### config.mk
export PLATFORM = sky130hd
export DESIGN_NAME = bxf_ctrl
export DESIGN_NICKNAME = d
export VERILOG_FILES = /design/src/design/bxf_pkg.sv /design/src/design/bxf_ctrl.sv
export SDC_FILE = /design/constraint.sdc
export NUM_CORES = 1
export LEC_CHECK = 0
export ABC_AREA = 1
export BUFFER_PORTS_ARGS = -buffer_cell sky130_fd_sc_hd__buf_2
export CELL_PAD_IN_SITES_DETAIL_PLACEMENT = 1
export CELL_PAD_IN_SITES_GLOBAL_PLACEMENT = 1
export CORE_MARGIN = 4
export CORE_UTILIZATION = 47
export DETAILED_ROUTE_END_ITERATION = 16
export GPL_ROUTABILITY_DRIVEN = 0
export HOLD_SLACK_MARGIN = 0.1
export PLACE_DENSITY_LB_ADDON = 0.1
export SYNTH_ARGS = -nofsm -noshare
export SYNTH_HDL_FRONTEND = slang
export SYNTH_SLANG_ARGS = --single-unit
### constraint.sdc
create_clock -name clock -period 9.03 [get_ports clock]
set_input_delay 1.3545 -clock clock [delete_from_list [all_inputs] [get_ports clock]]
set_output_delay 1.3545 -clock clock [all_outputs]
set_load 0.03 [all_outputs]
### src/design/bxf_pkg.sv
// Shared types and constants of the 3x3 box filter.
package bxf_pkg;

   localparam int MAX_WIDTH_DEF = 4096;
   localparam int HEIGHT_LIMIT  = 4096;
   localparam int MIN_DIM       = 3;
   localparam int KERNEL_SIZE   = 3;

   localparam int CFG_W     = 13;
   localparam int CSR_IDX_W = 1;
   localparam int ROW_W     = 13;   // holds HEIGHT_LIMIT itself
   localparam int CH_W      = 8;
   localparam int SUM_W     = 12;   // 9 x 255
   localparam int RECIP_W   = 13;
   localparam int PROD_W    = SUM_W + RECIP_W;
   localparam int RECIP_SHIFT = 16;

   localparam logic [RECIP_W-1:0] RECIP_NINE   = 13'd7282;   // 2^16 / 9, rounded up
   localparam logic [CFG_W-1:0]   WIDTH_RESET  = 13'd640;
   localparam logic [CFG_W-1:0]   HEIGHT_RESET = 13'd480;

   typedef enum logic [CSR_IDX_W-1:0] {
      CSR_IMAGE_WIDTH  = 1'b0,
      CSR_IMAGE_HEIGHT = 1'b1
   } csr_index_type;

   typedef enum logic {
      ACT_PIXEL = 1'b0,
      ACT_DRAIN = 1'b1
   } action_type;

   typedef struct packed {
      logic [CH_W-1:0] red;
      logic [CH_W-1:0] green;
      logic [CH_W-1:0] blue;
   } rgb_type;

   // per-transaction control travelling down the pipe
   typedef struct packed {
      logic pixel;      // touches line stores and window
      logic emit;       // produces a result
      logic interior;   // result is a real mean, else zero
      logic last;       // final result of the frame
   } item_type;

endpackage

### src/design/bxf_ctrl.sv
// Frame position counters, config registers and per-transaction decisions.
module bxf_ctrl #(
   parameter int MAX_WIDTH = bxf_pkg::MAX_WIDTH_DEF
) (
   input  logic                          clock,
   input  logic                          reset,
   input  logic                          csr_we,
   input  logic [bxf_pkg::CSR_IDX_W-1:0] csr_index,
   input  logic [bxf_pkg::CFG_W-1:0]     csr_wdata,
   input  logic                          accept,
   input  logic                          action,
   output logic                          take,
   output bxf_pkg::item_type             item,
   output logic [$clog2(MAX_WIDTH)-1:0]  addr
);
   import bxf_pkg::*;

   localparam int AW = $clog2(MAX_WIDTH);
   localparam int WW = $clog2(MAX_WIDTH + 1);
   localparam int CW = (WW > CFG_W) ? WW : CFG_W;

   logic [CFG_W-1:0] width_ff, height_ff;
   logic [AW-1:0]    col_ff, col_in, col_sel;
   logic [ROW_W-1:0] row_ff, row_in, h_eff;
   logic [WW-1:0]    drain_ff, drain_in, w_eff, w_m1;
   logic [CW-1:0]    w_ext, w_clamp;
   logic             frame_in, col_last, due;

   // clamp registers into the usable range
   always_comb begin
      w_ext = CW'(width_ff);
      if (w_ext < CW'(MIN_DIM)) begin
         w_clamp = CW'(MIN_DIM);
      end else if (w_ext > CW'(MAX_WIDTH)) begin
         w_clamp = CW'(MAX_WIDTH);
      end else begin
         w_clamp = w_ext;
      end
      w_eff = w_clamp[WW-1:0];
      w_m1  = w_eff - WW'(1);

      if (height_ff < CFG_W'(MIN_DIM)) begin
         h_eff = ROW_W'(MIN_DIM);
      end else if (height_ff > CFG_W'(HEIGHT_LIMIT)) begin
         h_eff = ROW_W'(HEIGHT_LIMIT);
      end else begin
         h_eff = ROW_W'(height_ff);
      end
   end

   always_comb begin
      frame_in = (row_ff >= h_eff);
      col_sel  = (WW'(col_ff) >= w_eff) ? w_m1[AW-1:0] : col_ff;
      col_last = (WW'(col_sel) == w_m1);
      // position row*w+col beyond the first w+1 pixels
      due      = (row_ff >= ROW_W'(2)) || ((row_ff == ROW_W'(1)) && (col_sel != '0));

      col_in   = col_ff;
      row_in   = row_ff;
      drain_in = drain_ff;
      take     = 1'b0;
      item     = '0;

      if (accept) begin
         if (action == ACT_DRAIN) begin
            if (frame_in && (drain_ff <= w_eff)) begin
               take      = 1'b1;
               item.emit = 1'b1;
               item.last = (drain_ff == w_eff);
               if (item.last) begin
                  col_in   = '0;
                  row_in   = '0;
                  drain_in = '0;
               end else begin
                  drain_in = drain_ff + WW'(1);
               end
            end
         end else if (!frame_in) begin
            take          = 1'b1;
            item.pixel    = 1'b1;
            item.emit     = due;
            item.interior = (col_sel >= AW'(2)) && (row_ff >= ROW_W'(2));
            if (col_last) begin
               col_in = '0;
               row_in = row_ff + ROW_W'(1);
            end else begin
               col_in = col_sel + AW'(1);
            end
         end
      end
   end

   assign addr = col_sel;

   always_ff @(posedge clock) begin
      if (reset) begin
         width_ff  <= WIDTH_RESET;
         height_ff <= HEIGHT_RESET;
         col_ff    <= '0;
         row_ff    <= '0;
         drain_ff  <= '0;
      end else if (csr_we) begin
         case (csr_index)
            CSR_IMAGE_WIDTH:  width_ff  <= csr_wdata;
            CSR_IMAGE_HEIGHT: height_ff <= csr_wdata;
            default: ;
         endcase
         col_ff   <= '0;
         row_ff   <= '0;
         drain_ff <= '0;
      end else begin
         col_ff   <= col_in;
         row_ff   <= row_in;
         drain_ff <= drain_in;
      end
   end

endmodule

==> results list, run 1 <==
- The number of different library cells used by synthesis comes to 50.
- Worst min-delay path class: reg2reg
- The clock network accounts for between 30% and 40% of the total power.
* Clock insertion delay at the later pin of the skew report: about 0.37 ns
- In this run, the number of DRC markers left after iteration 0 of detailed routing was roughly 280.
* Quantity of I/O buffers inserted on ports: 35
- Max Slew Vio Count: 0
- In this run the top signal layer used is met4.
- Standby leakage power: 0.00260 uW
- In the final layout, the share of cells above drive strength 1 is a little over an eighth.
* Final setup slack of the worst path: between 3 and 4 ns
- WS Path Type: reg2out
- Synthesized netlist net count: ~860
- Highest ir drop seen on vdd: between 100 and 150 uV
- H-tree lvl count: 3
- Clock-pin slew was measured on the worst setup and hold paths at 0.08 ns.
* Largest net degree at the start of global routing: 27
- Clock period minus final worst setup slack: ~5.7 ns
- ANT nets after route: 0
- For this run, the number of Yosys warnings is 0.
- With fillers left out, the area of the finished cells amounts to about 5700 um^2.
- Detailed Route WL: approximately 17 mm
- The biggest area contributor in the post-synthesis netlist is dfxtp_1.
* Least-Margin Pin Slew: around 0.74 ns
* Vias in the first global route: 5818
- STA classifies the critical path startpoint as a register.
- Effective utilization at floorplan: 48.2%
- TritonCTS built the clock tree.
- The internal power of the cells totals ~540 uW.
- For this block, wires on met1 add up to between 7 and 8 mm.
- Relative max-transition margin: around 50%
- Yosys attributes the largest share of cell area to dfxtp_1, nand2_1, ha_1.
* Switching Fraction: between 30% and 40%
- Diode count: 0
- Post-synthesis to final-layout area growth: 9.37%
- Sequential elements use 24.5% of the synthesized area.
* Finish-stage setup viols: 0
- Unrepaired setup endpoints after global routing: no
* Count of vias placed by the detailed router: 5572
- The tool flagged a number of max-cap violations equal to 0.
- Combinational group share of total power: between 20% and 30%
* Largest fanout of any net on the critical path: 21
* CORE AREA: 10800 um^2
* Status: finished clean
- Number of top-level pins: 36
* Critical Path AT: between 4 and 5 ns
- Remaining global-route overflow: 0
* Setup Total Neg Slack: 0 ns
* Series of cell instances along the critical path: nor2_1 -> nand2_1 -> nor2_1 -> nand2_2 -> nand2_4 -> nand2_1 -> nand2_2 -> ha_1 -> and3_1 -> nand2_1 -> nand2_1 -> nand2_1 -> nand3_2 -> nor2_1 -> a31oi_4 -> nor3_1 -> nand2_1 -> nor3_1 -> nand2_1 -> nand2_1 -> a21oi_1 -> buf_2
- WL per Instance: 17.8 um
- At the worst endpoint, the required time is about 7.7 ns.
- Buffers added to address setup during post-CTS repair amount to 0.
- Quantity of gates resized following cts: 0
- Antenna violations before repair: 0
- For this design, the CTS-stage hold fixing added 0 buffers.
* GR Util All Layers: around 28%
* Max Freq: roughly 170 MHz
- For this run, the share of the core covered by cells in the final layout is 52.7%.
- The mapped netlist covers 5220 um^2.
* Count of final hold-check violations: 0
- CTS sink count: between 60 and 70
- Portion of synthesized cell area occupied by the leading cell type: around a quarter
- First-pass GRT wire length: just under 30 mm
- Detailed-routing iteration count for the pre-antenna-repair pass: 5
* Slowest stage cell on the critical path: nand3_2
- Buffers inserted during clock tree synthesis total 9.
- Placed cell area: 5460 um^2
- Detailed placement ended at an HPWL of between 10 and 15 mm.
- Routed wl met2: around 8.8 mm
- At the placement stage, the worst setup path has a slack of around 3.7 ns.
- The share of total power dissipated in sequential elements is ~37%.
- The worst setup path is captured at an output pin.
- Net switching power: 278 uW
- The synthesized design contains 64 register bits.
* Area of the die: 12900 um^2
- The average instance in the mapped netlist occupies 6.54 um^2.
- Synthesis produced around 800 cells.
* Longest individual stage delay on the worst path: between 0.4 and 0.5 ns
* Cell seen most often among critical-path stages: nand2_1
- Dividing total power by cell area gives a power density of ~140 nW/um^2.
- Ratio of final minimum period to clock period: between 60% and 70%
* Longest Clk Path Bufs: 2
* Residual DRC: 0
- On the final layout, the worst clock skew is between 0.01 and 0.015 ns.
- Met3 wire length: 699 um
* Horiz. Die Dim: 113 um
- The net count of the finished layout is ~900.
- CTS root buffer: clkbuf_8
- In the routed layout, each cell is associated on average with a via count of roughly 5.7.
* Row count: 38
- Height of the die: 113 um
[synthesized netlist by cell type, drive strengths merged]
| cell type | count |
|---|---|
| nor3 | 22 |
| inv | 85 |
| xor2 | 11 |
| o21ai | 54 |
| o2111ai | 1 |
| dfxtp | 64 |
| a31oi | 3 |
| or2 | 1 |
| ha | 46 |
| nand3 | 69 |
| o211ai | 2 |
| nand3b | 3 |
| o21bai | 3 |
| nand2 | 183 |
| o41ai | 1 |
| and2 | 1 |
| clkinv | 1 |
| o21a | 5 |
| nor2 | 133 |
| buf | 10 |
| and3 | 1 |
| a221oi | 1 |
| a21o | 1 |
| a211oi | 1 |
| a21oi | 56 |
| nand4 | 19 |
| nor3b | 5 |
| clkbuf | 9 |
| xnor2 | 1 |
| nor4b | 2 |
| nor4 | 4 |
[worst max-delay path: cells and delay by family (launching register included)]
| family | cells | cell delay [ns] |
|---|---|---|
| adder cells (fa/ha/maj) | 1 | 0.25 |
| buffers and inverters | 1 | 0.18 |
| flip-flops | 1 | 0.37 |
| AO/OA/AOI/OAI | 2 | 0.16 |
| AND/OR/NAND/NOR | 18 | 3.03 |
[layout make-up]
| class | instances | area, um^2 |
|---|---|---|
| tap | 140 | 175 |
| fill | 1507 | 5130 |
| inverter | 86 | 323 |
| multi-input combinational | 629 | 3500 |
| clock inverter | 6 | 115 |
| timing repair buffer | 36 | 183 |
| sequential | 64 | 1280 |
| clock buffer | 10 | 138 |
[placed cells by master (no fill, tap or decap), types with 4 or more instances in the layout]
master and n:
a21oi_1 52, buf_2 35, clkbuf_8 10, dfxtp_1 64, ha_1 46, inv_1 78, inv_2 7, nand2_1 165
nand2_2 15, nand3_1 64, nand3_2 5, nand4_1 19, nor2_1 125, nor2_2 4, nor2_4 4, nor3_1 21
nor3b_1 5, nor4_1 4, o21a_1 4, o21ai_0 42, o21ai_1 4, o21ai_2 8, xor2_1 11
[metrics by stage]
stage	total power (uW)	hold slack, ns	cells
global placement	489	0.468	955
CTS	823	0.491	971
detailed placement	498	0.475	955
floorplan	445	0.447	798
finish	819	0.496	971
global route	862	0.515	971
[layer usage]
layer | GRT usage, % | vias up
li1 | - | 2703
met4 | 11.6 | 0
met1 | 33.3 | 2703
met2 | 50.1 | 124
met3 | 4.03 | 42
met5 | 0 | -
[final timing paths]
kind              cells past startpoint  slack [ns]         start           to
hold reg to reg                       2        0.50   drain_ff[0]  drain_ff[0]
hold / removal                        2        0.50   drain_ff[0]  drain_ff[0]
setup reg to reg                     18        4.40  height_ff[2]    row_ff[1]
setup / recovery                     22        3.29      w_ext[5]      item[2]
[logic make-up after synthesis]
kind of cell	count (synthesis)	synth area share, %
AO/OA/AOI/OAI	128	15.3
adder cells (fa/ha/maj)	46	11.0
buffers and inverters	105	8.50
flip-flops	64	24.5
AND/OR/NAND/NOR	443	38.6
XOR/XNOR	12	2.01
[power groups by stage]
| stage | clock (uW) | sequential (uW) | combinational (uW) |
|---|---|---|---|
| 4_1_cts | 329 | 300 | 193 |
| 3_5_place_dp | 0 | 307 | 191 |
| 3_3_place_gp | 0 | 306 | 182 |
| 2_1_floorplan | 0 | 304 | 141 |
| 5_1_grt | 344 | 302 | 217 |
| 6_report | 324 | 301 | 194 |
[registers in the layout (all words and copies together) (netlist names)]
| signal | flops |
|---|---|
| drain_ff | 13 |
| row_ff | 13 |
| col_ff | 12 |
| w_ext | 13 |
| height_ff | 13 |
Note: power is estimated with default switching activity, not from simulation.
==> run 2, diff against run 1 <==
--- a/config.mk
+++ b/config.mk
@@ -5,12 +5,12 @@
 export SDC_FILE = /design/constraint.sdc
 export NUM_CORES = 1
 export LEC_CHECK = 0
-export ABC_AREA = 1
+export ABC_AREA = 0
 export BUFFER_PORTS_ARGS = -buffer_cell sky130_fd_sc_hd__buf_2
 export CELL_PAD_IN_SITES_DETAIL_PLACEMENT = 1
 export CELL_PAD_IN_SITES_GLOBAL_PLACEMENT = 1
 export CORE_MARGIN = 4
-export CORE_UTILIZATION = 47
+export CORE_UTILIZATION = 41
 export DETAILED_ROUTE_END_ITERATION = 16
 export GPL_ROUTABILITY_DRIVEN = 0
 export HOLD_SLACK_MARGIN = 0.1
==> constraint.sdc (replaced) <==
create_clock -name clock -period 5.15 [get_ports clock]
set_input_delay 0.7725 -clock clock [delete_from_list [all_inputs] [get_ports clock]]
set_output_delay 0.7725 -clock clock [all_outputs]
set_load 0.03 [all_outputs]
==> results list, run 2 <==
* Post-synthesis cell type with the largest combined area: dfxtp_1
* Switching Fraction: 28.7% (-5.2 points)
- DP HPWL: 13.3 mm (-3.8%)
* Number of enable flip-flop cells after synthesis: 0 (unchanged)
* Combinational group share of total power: 18.6% (-5.1 points)
- Setup repair after global routing left no endpoint under its margin.
* Longest individual stage delay on the worst path: 0.53 ns (+0.07 ns)
- Number of top-level pins: 36 (unchanged)
- Worst min-delay path class: reg2reg
* Depth of the worst hold-timing path: 2 (unchanged)
- Subtracting the final worst setup slack from the clock period gives between 4 and 5 ns.
- Clock insertion delay at the later pin of the skew report: 0.34 ns (-0.03 ns)
- Share of final-layout standard cells stronger than drive strength 1: 14.8% (+1.6 points)
- Syn Inst Count: 665 (-17%)
- Placed cell area: 5430 um^2 (-0.60%)
* Relative max-transition margin: 46.8% (-3.3 points)
- Height of the die: 119 um (+5.2%)
* Clk pwr share: 44.8% (+5.2 points)
- The floorplan die area was 14200 um^2 (+11%).
- Drt initial violations: 358 (+29%)
* Share of total power in sequential cells: 36.6% (about the same)
- Finish-stage setup viols: 0 (unchanged)
- Count of state elements after synthesis: 64 (unchanged)
* H-tree lvl count: 3 (unchanged)
* Critical Path End Type: output pin
- Post-synthesis async set-or-reset flop share: 0% (unchanged)
- TritonCTS built the clock tree.
- Leading cell types by count after synthesis: nand2_1, dfxtp_1, a21oi_1
- WS Path Type: reg2out
- Synthesized area per cell: 7.64 um^2 (+17%)
- CP Launch Type: register
- The count of input and output buffers was 35 (unchanged).
- Origin of the worst min-delay path: height_ff[0]
* CORE AREA: 12100 um^2 (+11%)
* Most used DFF post-synth: dfxtp_1
* Overall power: 1420 uW (+74%)
- PwrDens: 244 nW/um^2 (+70%)
- Antenna violations before repair: 0 (unchanged)
* CTS Hold Buffers Added: 0 (unchanged)
- The total iterations of the first detailed-routing run came to 5 (unchanged).
* Combined area of all synthesized cells: 5080 um^2 (-2.7%)
- Diode count: 0 (unchanged)
* Largest fanout of any net on the critical path: 15 (-29%)
* CP Buf/Inv Count: 3 (+2)
* Synthesized netlist net count: 730 (-15%)
- In the finished design, the share of the clock period the worst path needs comes to a little over nine tenths.
- WL per Instance: 19.9 um (+11%)
- The effective utilization at floorplan is 42.1% (-6.1 points).
- The leftover overflow at the end of global routing came to 0 (unchanged).
* ANT nets after route: 0 (unchanged)
- The slew at the pin with the worst max-slew slack was 0.793 ns (+0.0496 ns).
* Post-synthesis to final-layout area growth: 15.1%
- The all-layer global routing usage is 24.4% (-3.5 points).
- Series of cell instances along the critical path: nor2b_1 -> inv_1 -> ha_1 -> nand4b_1 -> or3_1 -> a211o_1 -> nand2_2 -> buf_6 -> mux2_2 -> nor3_1 -> nand2_2 -> o311a_1 -> buf_2
- Leaving out fill and tap cells, the most frequent cell in the layout is nand2_1.
- The pin count of the biggest net entering global routing came to 28 (+3.7%).
* Standby leakage power: 0.00231 uW (-11%)
- The placement row count is 40 (+5.3%).
- The portion of synthesized cell area occupied by the leading cell type was 25.2% (+0.69 points).
* Ys Warns: 0 (unchanged)
- The number of clock sinks is 64 (unchanged).
- TritonCTS Buffers: 9 (unchanged)
- Among all cell types in the netlist, the one instantiated most often is nand2_1.
- The max-cap check violation count came to 0 (unchanged).
- Max Freq: a little over 200 MHz
- The root buffer cell chosen for the clock tree is clkbuf_16.
- Residual DRC: 0 (unchanged)
- Sink of the worst hold path: height_ff[0]
* Critical Path AT: 4.10 ns (-0.28 ns)
- The max-slew violation count was 0 (unchanged).
* Crit Reg-Reg Endpoint: row_ff[10]
* Dominant cells by area after synthesis: dfxtp_1, ha_1, nand2_1
- The mean number of vias per cell is 5.91 (+2.9%).
* Net switching power: 409 uW (+47%)
* Start of the worst register-to-register path: w_ext[11]
- Detailed Route WL: 17.4 mm (+0.66%)
- The final cell utilization of the core was 48.5% (-4.2 points).
- Highest ir drop seen on vdd: 151 uV (+35%)
- Sequential-to-total area share from yosys stat: 25.2% (+0.69 points)
* Vias in the first global route: 5206 (-11%)
* Status: finished clean
- The count of distinct cell types in the synthesized netlist is 73 (+46%).
* Worst reg-to-reg path cell count: 15 (-3)
- Setup Total Neg Slack: 0 ns (unchanged)
- The slowest stage of the critical path belongs to the cell dfxtp_1.
- The clock input transition at the sequential cells of the worst setup and hold paths was 0.06 ns (-0.02 ns).
- The number of hold violations in the final report is 0 (unchanged).
- The number of vias after detailed routing is 5181 (-7.0%).
- Cell seen most often among critical-path stages: nand2_2
- Most used cells in the layout excluding fill and tap cells: nand2_1, dfxtp_1, a21oi_1, ha_1, nor2_1
- Grouping stages by cell kind, the critical path spends the most delay in simple AND/OR/NAND/NOR gates.
* Total Nets Final: 770 (-14%)
* Final Skew: 0.00742 ns (-0.00678 ns)
* Req. time, crit path: 4.38 ns (-3.30 ns)
- Internal power summed over all cells: 1010 uW (+88%)
- The post-route standard cell area excluding fillers is 5850 um^2 (+2.3%).
- The register-to-register path setup slack was 0.71 ns (-3.69 ns).
- The global-route wire length before repair is 27.8 mm (-4.1%).
- Horiz. Die Dim: 119 um (+5.2%)
* Longest Clk Path Bufs: 2 (unchanged)
[run 2: cell count changes after synthesis, moves of 10 or more]
cell | previous run | this run
nor2_1 | 125 | 41
nand2_1 | 165 | 111
inv_1 | 78 | 27
nand3_1 | 64 | 16
xnor2_1 | 1 | 17
nand2_2 | 15 | 0
or3_1 | 0 | 15
nand2b_1 | 0 | 13
o21ai_0 | 42 | 31
mux2i_1 | 0 | 10
[run 2: metal layers]
metal	vias up	GRT usage [%]	wire (um)
li1	2486	-	-
met1	2490	30.9	7590
met2	163	41.8	8360
met3	42	4.18	920
met4	0	8.66	549
met5	-	0	0
[run 2: how the worst max path moves through the flow]
| stage | cells past startpoint | from | slack (ns) | end |
|---|---|---|---|---|
| after global placement | 15 | w_ext[2] | 0.52 | item[1] |
| after global routing | 15 | w_ext[9] | 0.003 | item[1] |
| final | 13 | w_ext[10] | 0.27 | item[1] |
| after detailed placement | 15 | w_ext[7] | 0.39 | item[1] |
| after CTS | 15 | w_ext[7] | 0.003 | item[1] |
| after floorplan | 19 | w_ext[8] | 0.11 | item[2] |
[run 2: timing repair]
action                                  in CTS  in global routing
resized for setup                            0                 10
setup buffers                                1                  8
pin swaps                                    1                  4
endpoints found under the setup margin       1                  2
cloned                                       0                  1
[run 2: final cells by class]
type                    count  area [um^2]
inverters                  29          109
clock buffers              13          270
repair buffers             59          359
well taps                 168          210
clock inverters             2         37.5
multi-input cells         542         3580
fillers                  1514         6220
flip-flops and latches     64         1280
[run 2: power groups by stage]
stage / Combinational (uW) / Sequential (uW) / Clock, uW
after CTS: 254 / 521 / 653
final: 265 / 521 / 639
after floorplan: 176 / 526 / 0
after global routing: 287 / 522 / 674
after detailed placement: 250 / 532 / 0
after global placement: 245 / 531 / 0
[run 2: kinds of logic (layout without fill, tap and decap cells)]
family,after synthesis,count (layout),synth area share [%]
fa+ha+maj,46,46,11.3
buf+inv,60,103,5.12
simple gates,293,294,29.8
xor+xnor,28,28,4.83
mux,15,15,3.08
compound gates,159,159,20.6
flops,64,64,25.2
[run 2: worst register-to-register path, stage by stage (launching register included)]
cell and delay [ns]:
dfxtp_1 0.46, inv_1 0.14, and4_4 0.24, buf_4 0.14, o21a_1 0.24, inv_1 0.13
ha_4 0.26, nor3b_1 0.33, xnor2_1 0.18, o22ai_1 0.14, or4b_4 0.53, nor4_4 0.35
a211oi_2 0.19, or2_1 0.41, or4_1 0.51, a21oi_1 0.15
[run 2: stage by stage]
step | hold WS [ns] | setup WS, ns | std cells
CTS | 0.477 | 0.00318 | 868
global placement | 0.465 | 0.524 | 852
floorplan | 0.445 | 0.110 | 665
detailed placement | 0.469 | 0.387 | 852
global route | 0.495 | 0.00340 | 877
finish | 0.474 | 0.273 | 877
