**src/design/bxf_pkg.sv**
```systemverilog
// Shared types and constants of the 3x3 box filter.
package bxf_pkg;

   localparam int MAX_WIDTH_DEF = 4096;
   localparam int HEIGHT_LIMIT  = 4096;
   localparam int MIN_DIM       = 3;
   localparam int KERNEL_SIZE   = 3;

   localparam int CFG_W     = 13;
   localparam int CSR_IDX_W = 1;
   localparam int ROW_W     = 13;   // holds HEIGHT_LIMIT itself
   localparam int CH_W      = 8;
   localparam int SUM_W     = 12;   // 9 x 255
   localparam int RECIP_W   = 13;
   localparam int PROD_W    = SUM_W + RECIP_W;
   localparam int RECIP_SHIFT = 16;

   localparam logic [RECIP_W-1:0] RECIP_NINE   = 13'd7282;   // 2^16 / 9, rounded up
   localparam logic [CFG_W-1:0]   WIDTH_RESET  = 13'd640;
   localparam logic [CFG_W-1:0]   HEIGHT_RESET = 13'd480;

   typedef enum logic [CSR_IDX_W-1:0] {
      CSR_IMAGE_WIDTH  = 1'b0,
      CSR_IMAGE_HEIGHT = 1'b1
   } csr_index_type;

   typedef enum logic {
      ACT_PIXEL = 1'b0,
      ACT_DRAIN = 1'b1
   } action_type;

   typedef struct packed {
      logic [CH_W-1:0] red;
      logic [CH_W-1:0] green;
      logic [CH_W-1:0] blue;
   } rgb_type;

   // per-transaction control travelling down the pipe
   typedef struct packed {
      logic pixel;      // touches line stores and window
      logic emit;       // produces a result
      logic interior;   // result is a real mean, else zero
      logic last;       // final result of the frame
   } item_type;

endpackage

```
**src/design/bxf_filter.sv**
```systemverilog
// Window, sum and scaling pipeline with the result register.
module bxf_filter #(
   parameter int MAX_WIDTH = bxf_pkg::MAX_WIDTH_DEF
) (
   input  logic                         clock,
   input  logic                         reset,
   input  logic                         take,
   input  bxf_pkg::item_type            item,
   input  logic [$clog2(MAX_WIDTH)-1:0] addr,
   input  bxf_pkg::rgb_type             pix,
   input  bxf_pkg::rgb_type             upper_rd,
   input  bxf_pkg::rgb_type             lower_rd,
   output logic                         in_free,
   output logic                         upper_we,
   output logic [$clog2(MAX_WIDTH)-1:0] upper_waddr,
   output bxf_pkg::rgb_type             upper_wdata,
   output logic                         rsp_valid,
   input  logic                         rsp_ready,
   output bxf_pkg::rgb_type             rsp_rgb,
   output logic                         rsp_last
);
   import bxf_pkg::*;

   localparam int AW = $clog2(MAX_WIDTH);

   logic                 a_v_ff, b_v_ff, c_v_ff, o_v_ff;
   item_type             a_item_ff, b_item_ff, c_item_ff;
   logic [AW-1:0]        a_addr_ff;
   rgb_type              a_pix_ff;
   rgb_type              win_ff [KERNEL_SIZE][KERNEL_SIZE];
   logic [SUM_W-1:0]     c_sum_ff [3];
   rgb_type              o_rgb_ff;
   logic                 o_last_ff;

   logic                 o_free, c_free, b_free, a_free, c_mv, b_mv, a_mv;
   logic [SUM_W-1:0]     col_sum [3][KERNEL_SIZE];
   logic [SUM_W-1:0]     sum [3];
   logic [PROD_W-1:0]    prod [3];

   always_comb begin
      o_free = !o_v_ff || rsp_ready;
      c_mv   = c_v_ff && o_free;
      c_free = !c_v_ff || o_free;
      b_mv   = b_v_ff && c_free;
      b_free = !b_v_ff || c_free;
      a_mv   = a_v_ff && b_free;
      a_free = !a_v_ff || b_free;
   end

   assign in_free     = a_free;
   // upper row takes the old lower-row entry once it has been read
   assign upper_we    = a_mv && a_item_ff.pixel;
   assign upper_waddr = a_addr_ff;
   assign upper_wdata = lower_rd;

   // column sums first, then across the three columns
   always_comb begin
      for (int j = 0; j < KERNEL_SIZE; j++) begin
         col_sum[0][j] = SUM_W'(win_ff[0][j].red) + SUM_W'(win_ff[1][j].red)
                       + SUM_W'(win_ff[2][j].red);
         col_sum[1][j] = SUM_W'(win_ff[0][j].green) + SUM_W'(win_ff[1][j].green)
                       + SUM_W'(win_ff[2][j].green);
         col_sum[2][j] = SUM_W'(win_ff[0][j].blue) + SUM_W'(win_ff[1][j].blue)
                       + SUM_W'(win_ff[2][j].blue);
      end
      for (int ch = 0; ch < 3; ch++) begin
         sum[ch]  = col_sum[ch][0] + col_sum[ch][1] + col_sum[ch][2];
         prod[ch] = PROD_W'(c_sum_ff[ch]) * PROD_W'(RECIP_NINE);
      end
   end

   always_ff @(posedge clock) begin
      if (reset) begin
         a_v_ff <= 1'b0;
         b_v_ff <= 1'b0;
         c_v_ff <= 1'b0;
         o_v_ff <= 1'b0;
         for (int i = 0; i < KERNEL_SIZE; i++) begin
            for (int j = 0; j < KERNEL_SIZE; j++) begin
               win_ff[i][j] <= '0;
            end
         end
      end else begin
         if (a_free) a_v_ff <= take;
         if (b_free) b_v_ff <= a_mv;
         if (c_free) c_v_ff <= b_mv;
         if (o_free) o_v_ff <= c_mv && c_item_ff.emit;
         if (a_mv && a_item_ff.pixel) begin
            for (int i = 0; i < KERNEL_SIZE; i++) begin
               for (int j = 0; j < KERNEL_SIZE - 1; j++) begin
                  win_ff[i][j] <= win_ff[i][j+1];
               end
            end
            win_ff[0][KERNEL_SIZE-1] <= upper_rd;
            win_ff[1][KERNEL_SIZE-1] <= lower_rd;
            win_ff[2][KERNEL_SIZE-1] <= a_pix_ff;
         end
      end
   end

   always_ff @(posedge clock) begin
      if (take) begin
         a_item_ff <= item;
         a_addr_ff <= addr;
         a_pix_ff  <= pix;
      end
      if (a_mv) begin
         b_item_ff <= a_item_ff;
      end
      if (b_mv) begin
         c_item_ff <= b_item_ff;
         for (int ch = 0; ch < 3; ch++) begin
            c_sum_ff[ch] <= sum[ch];
         end
      end
      if (c_mv) begin
         o_last_ff <= c_item_ff.last;
         if (c_item_ff.interior) begin
            o_rgb_ff.red   <= prod[0][RECIP_SHIFT +: CH_W];
            o_rgb_ff.green <= prod[1][RECIP_SHIFT +: CH_W];
            o_rgb_ff.blue  <= prod[2][RECIP_SHIFT +: CH_W];
         end else begin
            o_rgb_ff <= '0;
         end
      end
   end

   assign rsp_valid = o_v_ff;
   assign rsp_rgb   = o_rgb_ff;
   assign rsp_last  = o_last_ff;

endmodule

```
**config.mk**
```make
export PLATFORM = sky130hd
export DESIGN_NAME = bxf_filter
export DESIGN_NICKNAME = d
export VERILOG_FILES = /design/src/design/bxf_pkg.sv /design/src/design/bxf_filter.sv
export SDC_FILE = /design/constraint.sdc
export NUM_CORES = 1
export LEC_CHECK = 0
export BUFFER_PORTS_ARGS = -buffer_cell sky130_fd_sc_hd__clkbuf_2
export CAP_MARGIN = 25
export CORE_UTILIZATION = 35
export DETAILED_ROUTE_END_ITERATION = 6
export PLACE_DENSITY = 0.48
export SLEW_MARGIN = 20
export SYNTH_ARGS = -nofsm -noshare
export SYNTH_HDL_FRONTEND = slang
export SYNTH_SLANG_ARGS = --single-unit
```
**constraint.sdc**
```tcl
create_clock -name clock -period 9.4 [get_ports clock]
set_input_delay 2.35 -clock clock [delete_from_list [all_inputs] [get_ports clock]]
set_output_delay 2.35 -clock clock [all_outputs]
set_load 0.02 [all_outputs]
```
==> results of run 1 <==
kinds of logic (layout without fill, tap and decap cells):
group | Yosys count | count (layout) | share of synthesized area
AO/OA/AOI/OAI | 128 | 128 | 0.0371
multiplexers | 1 | 1 | 0.000441
AND/OR/NAND/NOR | 306 | 306 | 0.0796
buffers and inverters | 460 | 641 | 0.0802
flip-flops | 327 | 327 | 0.431
XOR/XNOR | 53 | 53 | 0.0205
adder cells (fa/ha/maj) | 488 | 488 | 0.351
worst min path at each step:
stage	to	slack [ns]	cells past startpoint
5_1_grt	b_item_ff[2]	0.42	0
6_report	b_item_ff[2]	0.42	0
3_3_place_gp	c_item_ff[1]	0.40	0
3_5_place_dp	b_item_ff[2]	0.40	0
4_1_cts	b_item_ff[2]	0.42	0
2_1_floorplan	b_item_ff[0]	0.40	0
placed cells by master, fill, tap and decap left out, drive strengths merged, types with 16 or more instances in the layout:
| cell | count |
|---|---|
| a21o | 24 |
| a21oi | 42 |
| and2 | 192 |
| clkbuf | 201 |
| clkinv | 22 |
| edfxtp | 323 |
| fa | 249 |
| ha | 239 |
| inv | 403 |
| nand2 | 16 |
| nor3 | 46 |
| o21ai | 23 |
| xnor2 | 35 |
| xor2 | 18 |
layer usage:
metal  up-vias  routed length, um  track usage  part of all wire
li1       5999                  -            -                 -
met1      5909              20000        0.182              0.48
met2       190              19100        0.215              0.46
met3        56               1510       0.0209             0.036
met4         0                845       0.0362             0.020
met5         -                  0            0                 0
registers in the layout (all words and copies together), names as in the netlist:
register,count
rsp_rgb,24
a_pix_ff,24
b_v_ff,1
rsp_last,1
c_item_ff,3
rsp_valid,1
b_item_ff,3
a_v_ff,1
a_item_ff,4
win_ff,216
c_sum_ff,36
upper_waddr,12
c_v_ff,1
per-stage QoR:
stage	cells	hold WS, ns	instance area (sq um)
4_1_cts	2790	0.417	25600
3_5_place_dp	2716	0.405	24300
5_1_grt	2790	0.424	25600
2_1_floorplan	1763	0.400	22700
6_report	2790	0.416	25600
3_3_place_gp	2715	0.401	24300
area by class of cell:
| type | count | area [sq um] | share of cell area |
|---|---|---|---|
| clock buffers | 46 | 1070 | 0.0416 |
| clock inverters | 28 | 215 | 0.00840 |
| inverters | 402 | 1510 | 0.0589 |
| flip-flops and latches | 327 | 9780 | 0.382 |
| repair buffers | 165 | 871 | 0.0340 |
| multi-input cells | 976 | 11100 | 0.434 |
| well taps | 846 | 1060 | 0.0413 |
critical path, delay by kind of cell:
kind	cells	cell delay, ns
buffers and inverters	4	0.83
AND/OR/NAND/NOR	4	0.84
==> impl_metrics.csv, run 1 <==
group,metric,value,unit
status,status,"complete, no violations",
synthesis,synth_cells,1763,
grt,grt_pass1_vias,13300,
worst_setup_path,reg2reg_from,"c_sum_ff[0][21]",
floorplanning,rows,92,
worst_setup_path,crit_slowest_cell,"buf_4",
sta,finalCritPeriodShare,0.683,
synthesis,synth_edf_count,323,
worst_setup_path,worst-r2r-setup-slack,4.39,ns
synthesis,ys_seq_area_frac,0.431,
sta,drv_slew,0,
worst_setup_path,worst_ep_arrival_time,4.07,ns
cells_and_area,drive_gt1_frac,0.121,
synthesis,async_reset_ff_frac,0,
grt,grt_pass1_wl,69.1,mm
clock_tree,cts_setup_buffers,0,
worst_setup_path,end_kind,"primary output",
detailed_routing,first_pass_iters,4,
synthesis,synth_seq_cells,327,
clock_tree,cts_buffers,41,
synthesis,synthTopCellsByCount,"inv_1, edfxtp_1, fa_1",
floorplanning,coreArea,63500,sq um
worst_setup_path,crit_end,"upper_we",
cells_and_area,nNetsFinal,2493,
worst_setup_path,crit_fanout,45,
synthesis,syn_area,22700,sq um
floorplanning,initial_core_util,0.357,
synthesis,yosys_warnings,0,
synthesis,synth_top_cell_by_area,"edfxtp_1",
synthesis,synth_area_leaders,"edfxtp_1, fa_1, ha_1, inv_1, and2_1",
sta,rsz0062_at_grt,"false",
worst_setup_path,crit_type,"in2out",
worst_setup_path,rr_endpoint,"rsp_rgb[11]",
sta,hold_viol_final,0,
sta,tightestPinTransition,0.911,ns
clock_tree,cts_buffer_depth,3,
sta,period_needed,6.42,ns
sta,fin_setup_tns,0,ns
place,gp_congestion,0.817,
grt,grt_overflow_total,0,
cells_and_area,antenna_cells,0,
place,numPortBuffers,155,
clock_tree,cts_resized,0,
sta,setup-violations-final,0,
clock_tree,clock-sinks,327,
cells_and_area,post-route-util,0.403,
synthesis,ys_types,53,
floorplanning,die_y,257,um
worst_setup_path,start_kind,"primary input",
worst_setup_path,cp_common_cell,"clkbuf_2",
clock_tree,root_buffer,"clkbuf_16",
detailed_routing,wirelength,41.5,mm
worst_setup_path,max_stage_delay,0.46,ns
synthesis,synth_area_per_cell,12.9,sq um
detailed_routing,postRouteAntennaNets,0,
hold_path,worstHoldPathType,"reg2reg",
worst_setup_path,critPathRequiredTime,7.05,ns
detailed_routing,wl_per_cell,14.9,um
grt,grt_usage,0.132,
detailed_routing,drt_iter0_drc,494,
sta,fin_worst_skew,0.0236,ns
clock_tree,path_clk_slew,0.05,ns
floorplanning,dieArea,65900,sq um
worst_setup_path,crit_start,"rsp_ready",
grt,grt_max_degree,112,
synthesis,yosysMostFrequentCell,"inv_1",
detailed_routing,vias,12200,
worst_setup_path,crit_chain,"clkbuf_2 > nor2b_1 > and3_4 > nor2b_2 > nand2_2 > buf_4 > inv_1 > clkbuf_2",
detailed_routing,drc_errors,0,
clock_tree,cts_hold_buf,0,
run,maxCapViolCount,0,
cells_and_area,synthToLayoutAreaGrowth,12.9,%
place,pre_cts_ws,2.94,ns
clock_tree,htree_num_levels,2,
sta,fmax,156,MHz
clock_tree,cts_tree,"built",
synthesis,synth_ff_type,"edfxtp_1",
cells_and_area,fillers,6053,
detailed_routing,routed_via_density,4.36,
floorplanning,ioPinCount,156,
place,hpwl,32.0,mm
sta,slew-limit-headroom,0.392,
clock_tree,clk_latency,0.57,ns
hold_path,min_from,"a_item_ff[2]",
synthesis,synth_top_area_frac,0.427,
grt,antenna_found_initial,1,
synthesis,syn-num-nets,2343,
floorplanning,die_w,257,um
worst_setup_path,ff2ff_path_depth,17,
sta,timing.final.ws_setup,2.98,ns
Power of run 1 is not shown: default switching activity piles up to over one toggle a cycle in this logic, so the estimate is an artifact.
==> run 2, diff against run 1 <==
PLACE_DENSITY = 0.5   (was 0.48)
clock period = 5.7 ns   (was 9.4 ns; I/O delays follow)
==> run 2 against run 1 <==
  * Core utilization increased by 0.21 points
  * Wire length increased by 1.8%
  * Register-to-register slack got worse by 3.7 ns
==> impl_metrics.csv, run 2 (synthesis gave the netlist of run 1 again) <==
group,metric,value,unit
clock_tree,cts_buffer_depth,3,
worst_setup_path,crit_chain,"fa_1 > ha_1 > inv_1 > fa_1 > inv_1 > fa_1 > inv_1 > fa_1 > inv_1 > ha_1 > nand2_1 > nor2_1 > a211o_1 > o21a_1 > a221o_1 > xor2_1 > and2_1",
floorplanning,die_w,257,um
sta,hold_viol_final,0,
detailed_routing,routed_via_density,4.42,
grt,antenna_found_initial,0,
clock_tree,clock-sinks,327,
worst_setup_path,end_kind,"flip-flop",
cells_and_area,largest-register,"win_ff",
worst_setup_path,max_stage_delay,0.54,ns
grt,grt_max_degree,128,
cells_and_area,mostFrequentLayoutCell,"inv_1",
clock_tree,cts_tree,"built",
sta,fmax,200,MHz
hold_path,worstHoldPathType,"reg2reg",
grt,grt_pass1_wl,70.0,mm
worst_setup_path,critPathRequiredTime,6.02,ns
clock_tree,htree_num_levels,2,
sta,tightestPinTransition,0.988,ns
grt,grt_overflow_total,0,
detailed_routing,drt_iter0_drc,522,
sta,slew-limit-headroom,0.341,
sta,rsz0062_at_grt,"false",
detailed_routing,drc_errors,0,
detailed_routing,wirelength,42.2,mm
detailed_routing,wl_per_cell,15.1,um
sta,period_needed,5.00,ns
clock_tree,root_buffer,"clkbuf_16",
run,maxCapViolCount,0,
worst_setup_path,start_kind,"flip-flop",
worst_setup_path,crit_slowest_cell,"fa_1",
sta,finalCritPeriodShare,0.877,
floorplanning,dieArea,65900,sq um
cells_and_area,final_cell_mix,"inv_1, edfxtp_1, fa_1, ha_1, and2_1",
grt,grt_pass1_vias,13600,
cells_and_area,synthToLayoutAreaGrowth,13.5,%
place,hpwl,32.7,mm
worst_setup_path,worst_ep_arrival_time,5.32,ns
detailed_routing,vias,12300,
worst_setup_path,crit_type,"reg2reg",
cells_and_area,drive_gt1_frac,0.124,
sta,fin_setup_tns,0,ns
worst_setup_path,rr_endpoint,"rsp_rgb[11]",
worst_setup_path,ff2ff_path_depth,17,
clock_tree,cts_setup_buffers,0,
floorplanning,initial_core_util,0.357,
clock_tree,clk_latency,0.57,ns
worst_setup_path,crit_start,"c_sum_ff[0][21]",
worst_setup_path,crit_fanout,5,
sta,drv_slew,0,
status,status,"complete, no violations",
detailed_routing,first_pass_iters,4,
place,dp_cells,2716,
floorplanning,ioPinCount,156,
worst_setup_path,reg2reg_from,"c_sum_ff[0][21]",
clock_tree,cts_hold_buf,0,
clock_tree,cts_buffers,41,
clock_tree,path_clk_slew,0.06,ns
detailed_routing,postRouteAntennaNets,0,
cells_and_area,reg_top3,"win_ff: 216 flops, c_sum_ff: 36 flops",
sta,whs,0.421,ns
floorplanning,coreArea,63500,sq um
worst_setup_path,worst-r2r-setup-slack,0.70,ns
place,numPortBuffers,155,
cells_and_area,finalNonFillerCells,2792,
floorplanning,rows,92,
cells_and_area,largest_register_ffs,216,
place,gp_congestion,0.838,
cells_and_area,nNetsFinal,2494,
sta,fin_worst_skew,0.0122,ns
clock_tree,cts_resized,0,
floorplanning,die_y,257,um
cells_and_area,fillers,6018,
grt,grt_usage,0.134,
worst_setup_path,crit_end,"rsp_rgb[11]",
sta,setup-violations-final,0,
-- run 2: changes by cell type in the layout (fill, tap and decap cells not counted), sizes merged --
| cell | change |
|---|---|
| clkinv | -4 |
| bufinv | +4 |
| clkinvlp | -1 |
| clkbuf | -1 |
| inv | +2 |
| diode | +1 |
| buf | +1 |
-- run 2: critical path: cells and delay by family (launching register included) --
family / cells / cell delay [ns]
AO/OA/AOI/OAI: 3 / 0.90
XOR/XNOR: 1 / 0.15
adder cells (fa/ha/maj): 6 / 2.68
buffers and inverters: 4 / 0.22
flip-flops: 1 / 0.51
AND/OR/NAND/NOR: 3 / 0.32
-- run 2: how the worst min path moves through the flow --
stage / from / to / slack, ns / cells after the start
final: a_item_ff[0] / b_item_ff[0] / 0.42 / 0
after global routing: a_item_ff[2] / b_item_ff[2] / 0.43 / 0
after CTS: a_item_ff[2] / b_item_ff[2] / 0.42 / 0
after detailed placement: a_item_ff[2] / b_item_ff[2] / 0.41 / 0
after global placement: b_item_ff[0] / c_item_ff[0] / 0.41 / 0
after floorplan: a_item_ff[0] / b_item_ff[0] / 0.40 / 0
-- run 2: final cells by class --
class | count | area [sq um] | area share
inverter | 402 | 1510 | 0.0586
clock buffer | 45 | 1040 | 0.0404
timing repair buffer | 166 | 916 | 0.0356
multi-input combinational | 976 | 11100 | 0.432
sequential | 327 | 9780 | 0.380
antenna | 1 | 2.50 | 0.0000972
clock inverter | 29 | 324 | 0.0126
tap | 846 | 1060 | 0.0411
-- run 2: routing by layer --
| layer | track usage | vias to the layer above | wire (um) | part of all wire |
|---|---|---|---|---|
| li1 | - | 6004 | - | - |
| met1 | 0.180 | 6114 | 20000 | 0.47 |
| met2 | 0.225 | 178 | 20000 | 0.47 |
| met3 | 0.0247 | 47 | 1500 | 0.036 |
| met4 | 0.0288 | 0 | 684 | 0.016 |
| met5 | 0 | - | 0 | 0 |
-- run 2: stage by stage --
step / utilization / instance area (sq um) / worst slack (ns)
5_1_grt: 0.405 / 25800 / 0.499
2_1_floorplan: - / 22700 / 0.614
4_1_cts: 0.405 / 25700 / 0.673
3_3_place_gp: 0.383 / 24400 / 0.745
3_5_place_dp: 0.383 / 24400 / 0.688
6_report: 0.405 / 25800 / 0.702
Power of run 2 is left out for the same reason.
==> run 3, diff against run 2 <==
CORE_MARGIN = 2   (was default)
CTS_CLUSTER_DIAMETER = 120   (was default)
==> run 3 against run 2 <==
  * Clock skew is 0.0072 ns higher
  * Die area is 1.6% higher
  * Fmax is 0.71% higher
  * Worst hold slack hardly changed
  * Register-to-register slack better by 0.04 ns
  * Core utilization is 0.32 points lower
  * Worst setup slack better by 0.035 ns
  * Design area is 0.30% higher
  * Via count is 1.4% lower
  * Cell count is 0.43% higher
  * Global-route usage is 0.18 points lower
  * Flip-flop and latch count stayed put
==> impl_metrics.csv, run 3 (synthesis gave the netlist of run 1 again) <==
group,metric,value,unit
cells_and_area,reg_top3,"win_ff: 216 flops, c_sum_ff: 36 flops",
detailed_routing,postRouteAntennaNets,0,
worst_setup_path,critPathRequiredTime,6.02,ns
detailed_routing,drt_iter0_drc,454,
clock_tree,cts_buffers,42,
detailed_routing,wl_per_cell,15.0,um
cells_and_area,nNetsFinal,2496,
clock_tree,cts_setup_buffers,0,
worst_setup_path,start_kind,"flip-flop",
worst_setup_path,crit_fanout,4,
place,numPortBuffers,155,
status,status,"complete, no violations",
clock_tree,cts_tree,"built",
floorplanning,dieArea,66900,sq um
sta,fmax,202,MHz
sta,fin_setup_tns,0,ns
sta,tightestPinTransition,0.740,ns
clock_tree,clk_latency,0.59,ns
sta,period_needed,4.96,ns
grt,grt_pass1_wl,69.9,mm
sta,slew-limit-headroom,0.506,
cells_and_area,largest-register,"win_ff",
run,maxCapViolCount,0,
floorplanning,coreArea,64200,sq um
place,gp_congestion,0.855,
sta,rsz0062_at_grt,"false",
clock_tree,cts_hold_buf,0,
detailed_routing,vias,12200,
worst_setup_path,crit_chain,"fa_1 > ha_1 > inv_1 > fa_1 > inv_1 > fa_1 > inv_1 > fa_1 > inv_1 > ha_1 > nand2_1 > nor2_1 > a211o_1 > o21a_1 > a221o_1 > xor2_1 > and2_1",
detailed_routing,drc_errors,0,
detailed_routing,routed_via_density,4.34,
sta,drv_slew,0,
worst_setup_path,end_kind,"flip-flop",
hold_path,worstHoldPathType,"reg2reg",
grt,grt_pass1_vias,13500,
worst_setup_path,crit_slowest_cell,"fa_1",
cells_and_area,final_cell_mix,"inv_1, edfxtp_1, fa_1, ha_1, and2_1",
cells_and_area,multiInputGateArea,11100,sq um
cells_and_area,synthToLayoutAreaGrowth,13.8,%
detailed_routing,wirelength,42.1,mm
cells_and_area,mostFrequentLayoutCell,"inv_1",
grt,antenna_found_initial,0,
sta,hold_viol_final,0,
sta,setup-violations-final,0,
floorplanning,die_w,259,um
floorplanning,ioPinCount,156,
clock_tree,root_buffer,"clkbuf_16",
worst_setup_path,worst_ep_arrival_time,5.29,ns
place,hpwl,32.7,mm
cells_and_area,seq_area,9780,sq um
detailed_routing,first_pass_iters,7,
cells_and_area,fillers,6131,
cells_and_area,largest_register_ffs,216,
floorplanning,die_y,259,um
clock_tree,htree_num_levels,2,
grt,grt_usage,0.132,
cells_and_area,post-route-util,0.402,
clock_tree,path_clk_slew,0.06,ns
clock_tree,clock-sinks,327,
floorplanning,initial_core_util,0.353,
clock_tree,cts_resized,0,
sta,finalCritPeriodShare,0.871,
clock_tree,cts_buffer_depth,3,
cells_and_area,drive_gt1_frac,0.125,
grt,grt_max_degree,89,
worst_setup_path,crit_type,"reg2reg",
floorplanning,rows,93,
grt,grt_overflow_total,0,
worst_setup_path,max_stage_delay,0.53,ns
sta,fin_worst_skew,0.0194,ns
[run 3: cell count changes in the layout (fill, tap and decap cells not counted), sizes merged]
cell / change
clkinv: -7
clkinvlp: +1
clkbuf: +7
buf: +1
bufinv: +1
[run 3: layer usage]
metal  vias to the layer above  track usage  part of all wire
li1                       6007            -                 -
met5                         -            0                 0
met2                       171        0.216              0.47
met1                      5944        0.181              0.48
met3                        47       0.0218             0.035
met4                         0       0.0395             0.020
[run 3: through the flow]
stage	instances	hold slack, ns	area (sq um)	worst slack, ns
global placement	2726	0.401	24400	0.758
floorplan	1763	0.400	22700	0.614
finish	2804	0.421	25800	0.737
global route	2803	0.431	25800	0.422
detailed placement	2726	0.406	24400	0.709
CTS	2802	0.421	25800	0.708
[run 3: critical path, delay by kind of cell, from the launching register on]
family / cells / cell delay (ns)
fa+ha+maj: 6 / 2.66
compound gates: 3 / 0.88
flops: 1 / 0.49
simple gates: 3 / 0.32
buf+inv: 4 / 0.20
xor+xnor: 1 / 0.15
[run 3: worst paths after layout]
kind	startpoint	endpoint	slack [ns]	cells after the start
worst max-delay path	c_sum_ff[0][19]	rsp_rgb[11]	0.74	17
worst min-delay path	a_item_ff[2]	b_item_ff[2]	0.42	0
worst max register to register	c_sum_ff[0][19]	rsp_rgb[11]	0.74	17
worst min register to register	a_item_ff[2]	b_item_ff[2]	0.42	0
[run 3: area by class of cell]
cell class                      count  area share
Multi-Input combinational cell    976       0.431
Tap cell                          855      0.0414
Clock inverter                     24      0.0134
Clock buffer                       52      0.0421
Timing Repair Buffer              167      0.0353
Inverter                          402      0.0584
Antenna cell                        1   0.0000969
Sequential cell                   327       0.379
Power of run 3 is left out for the same reason.
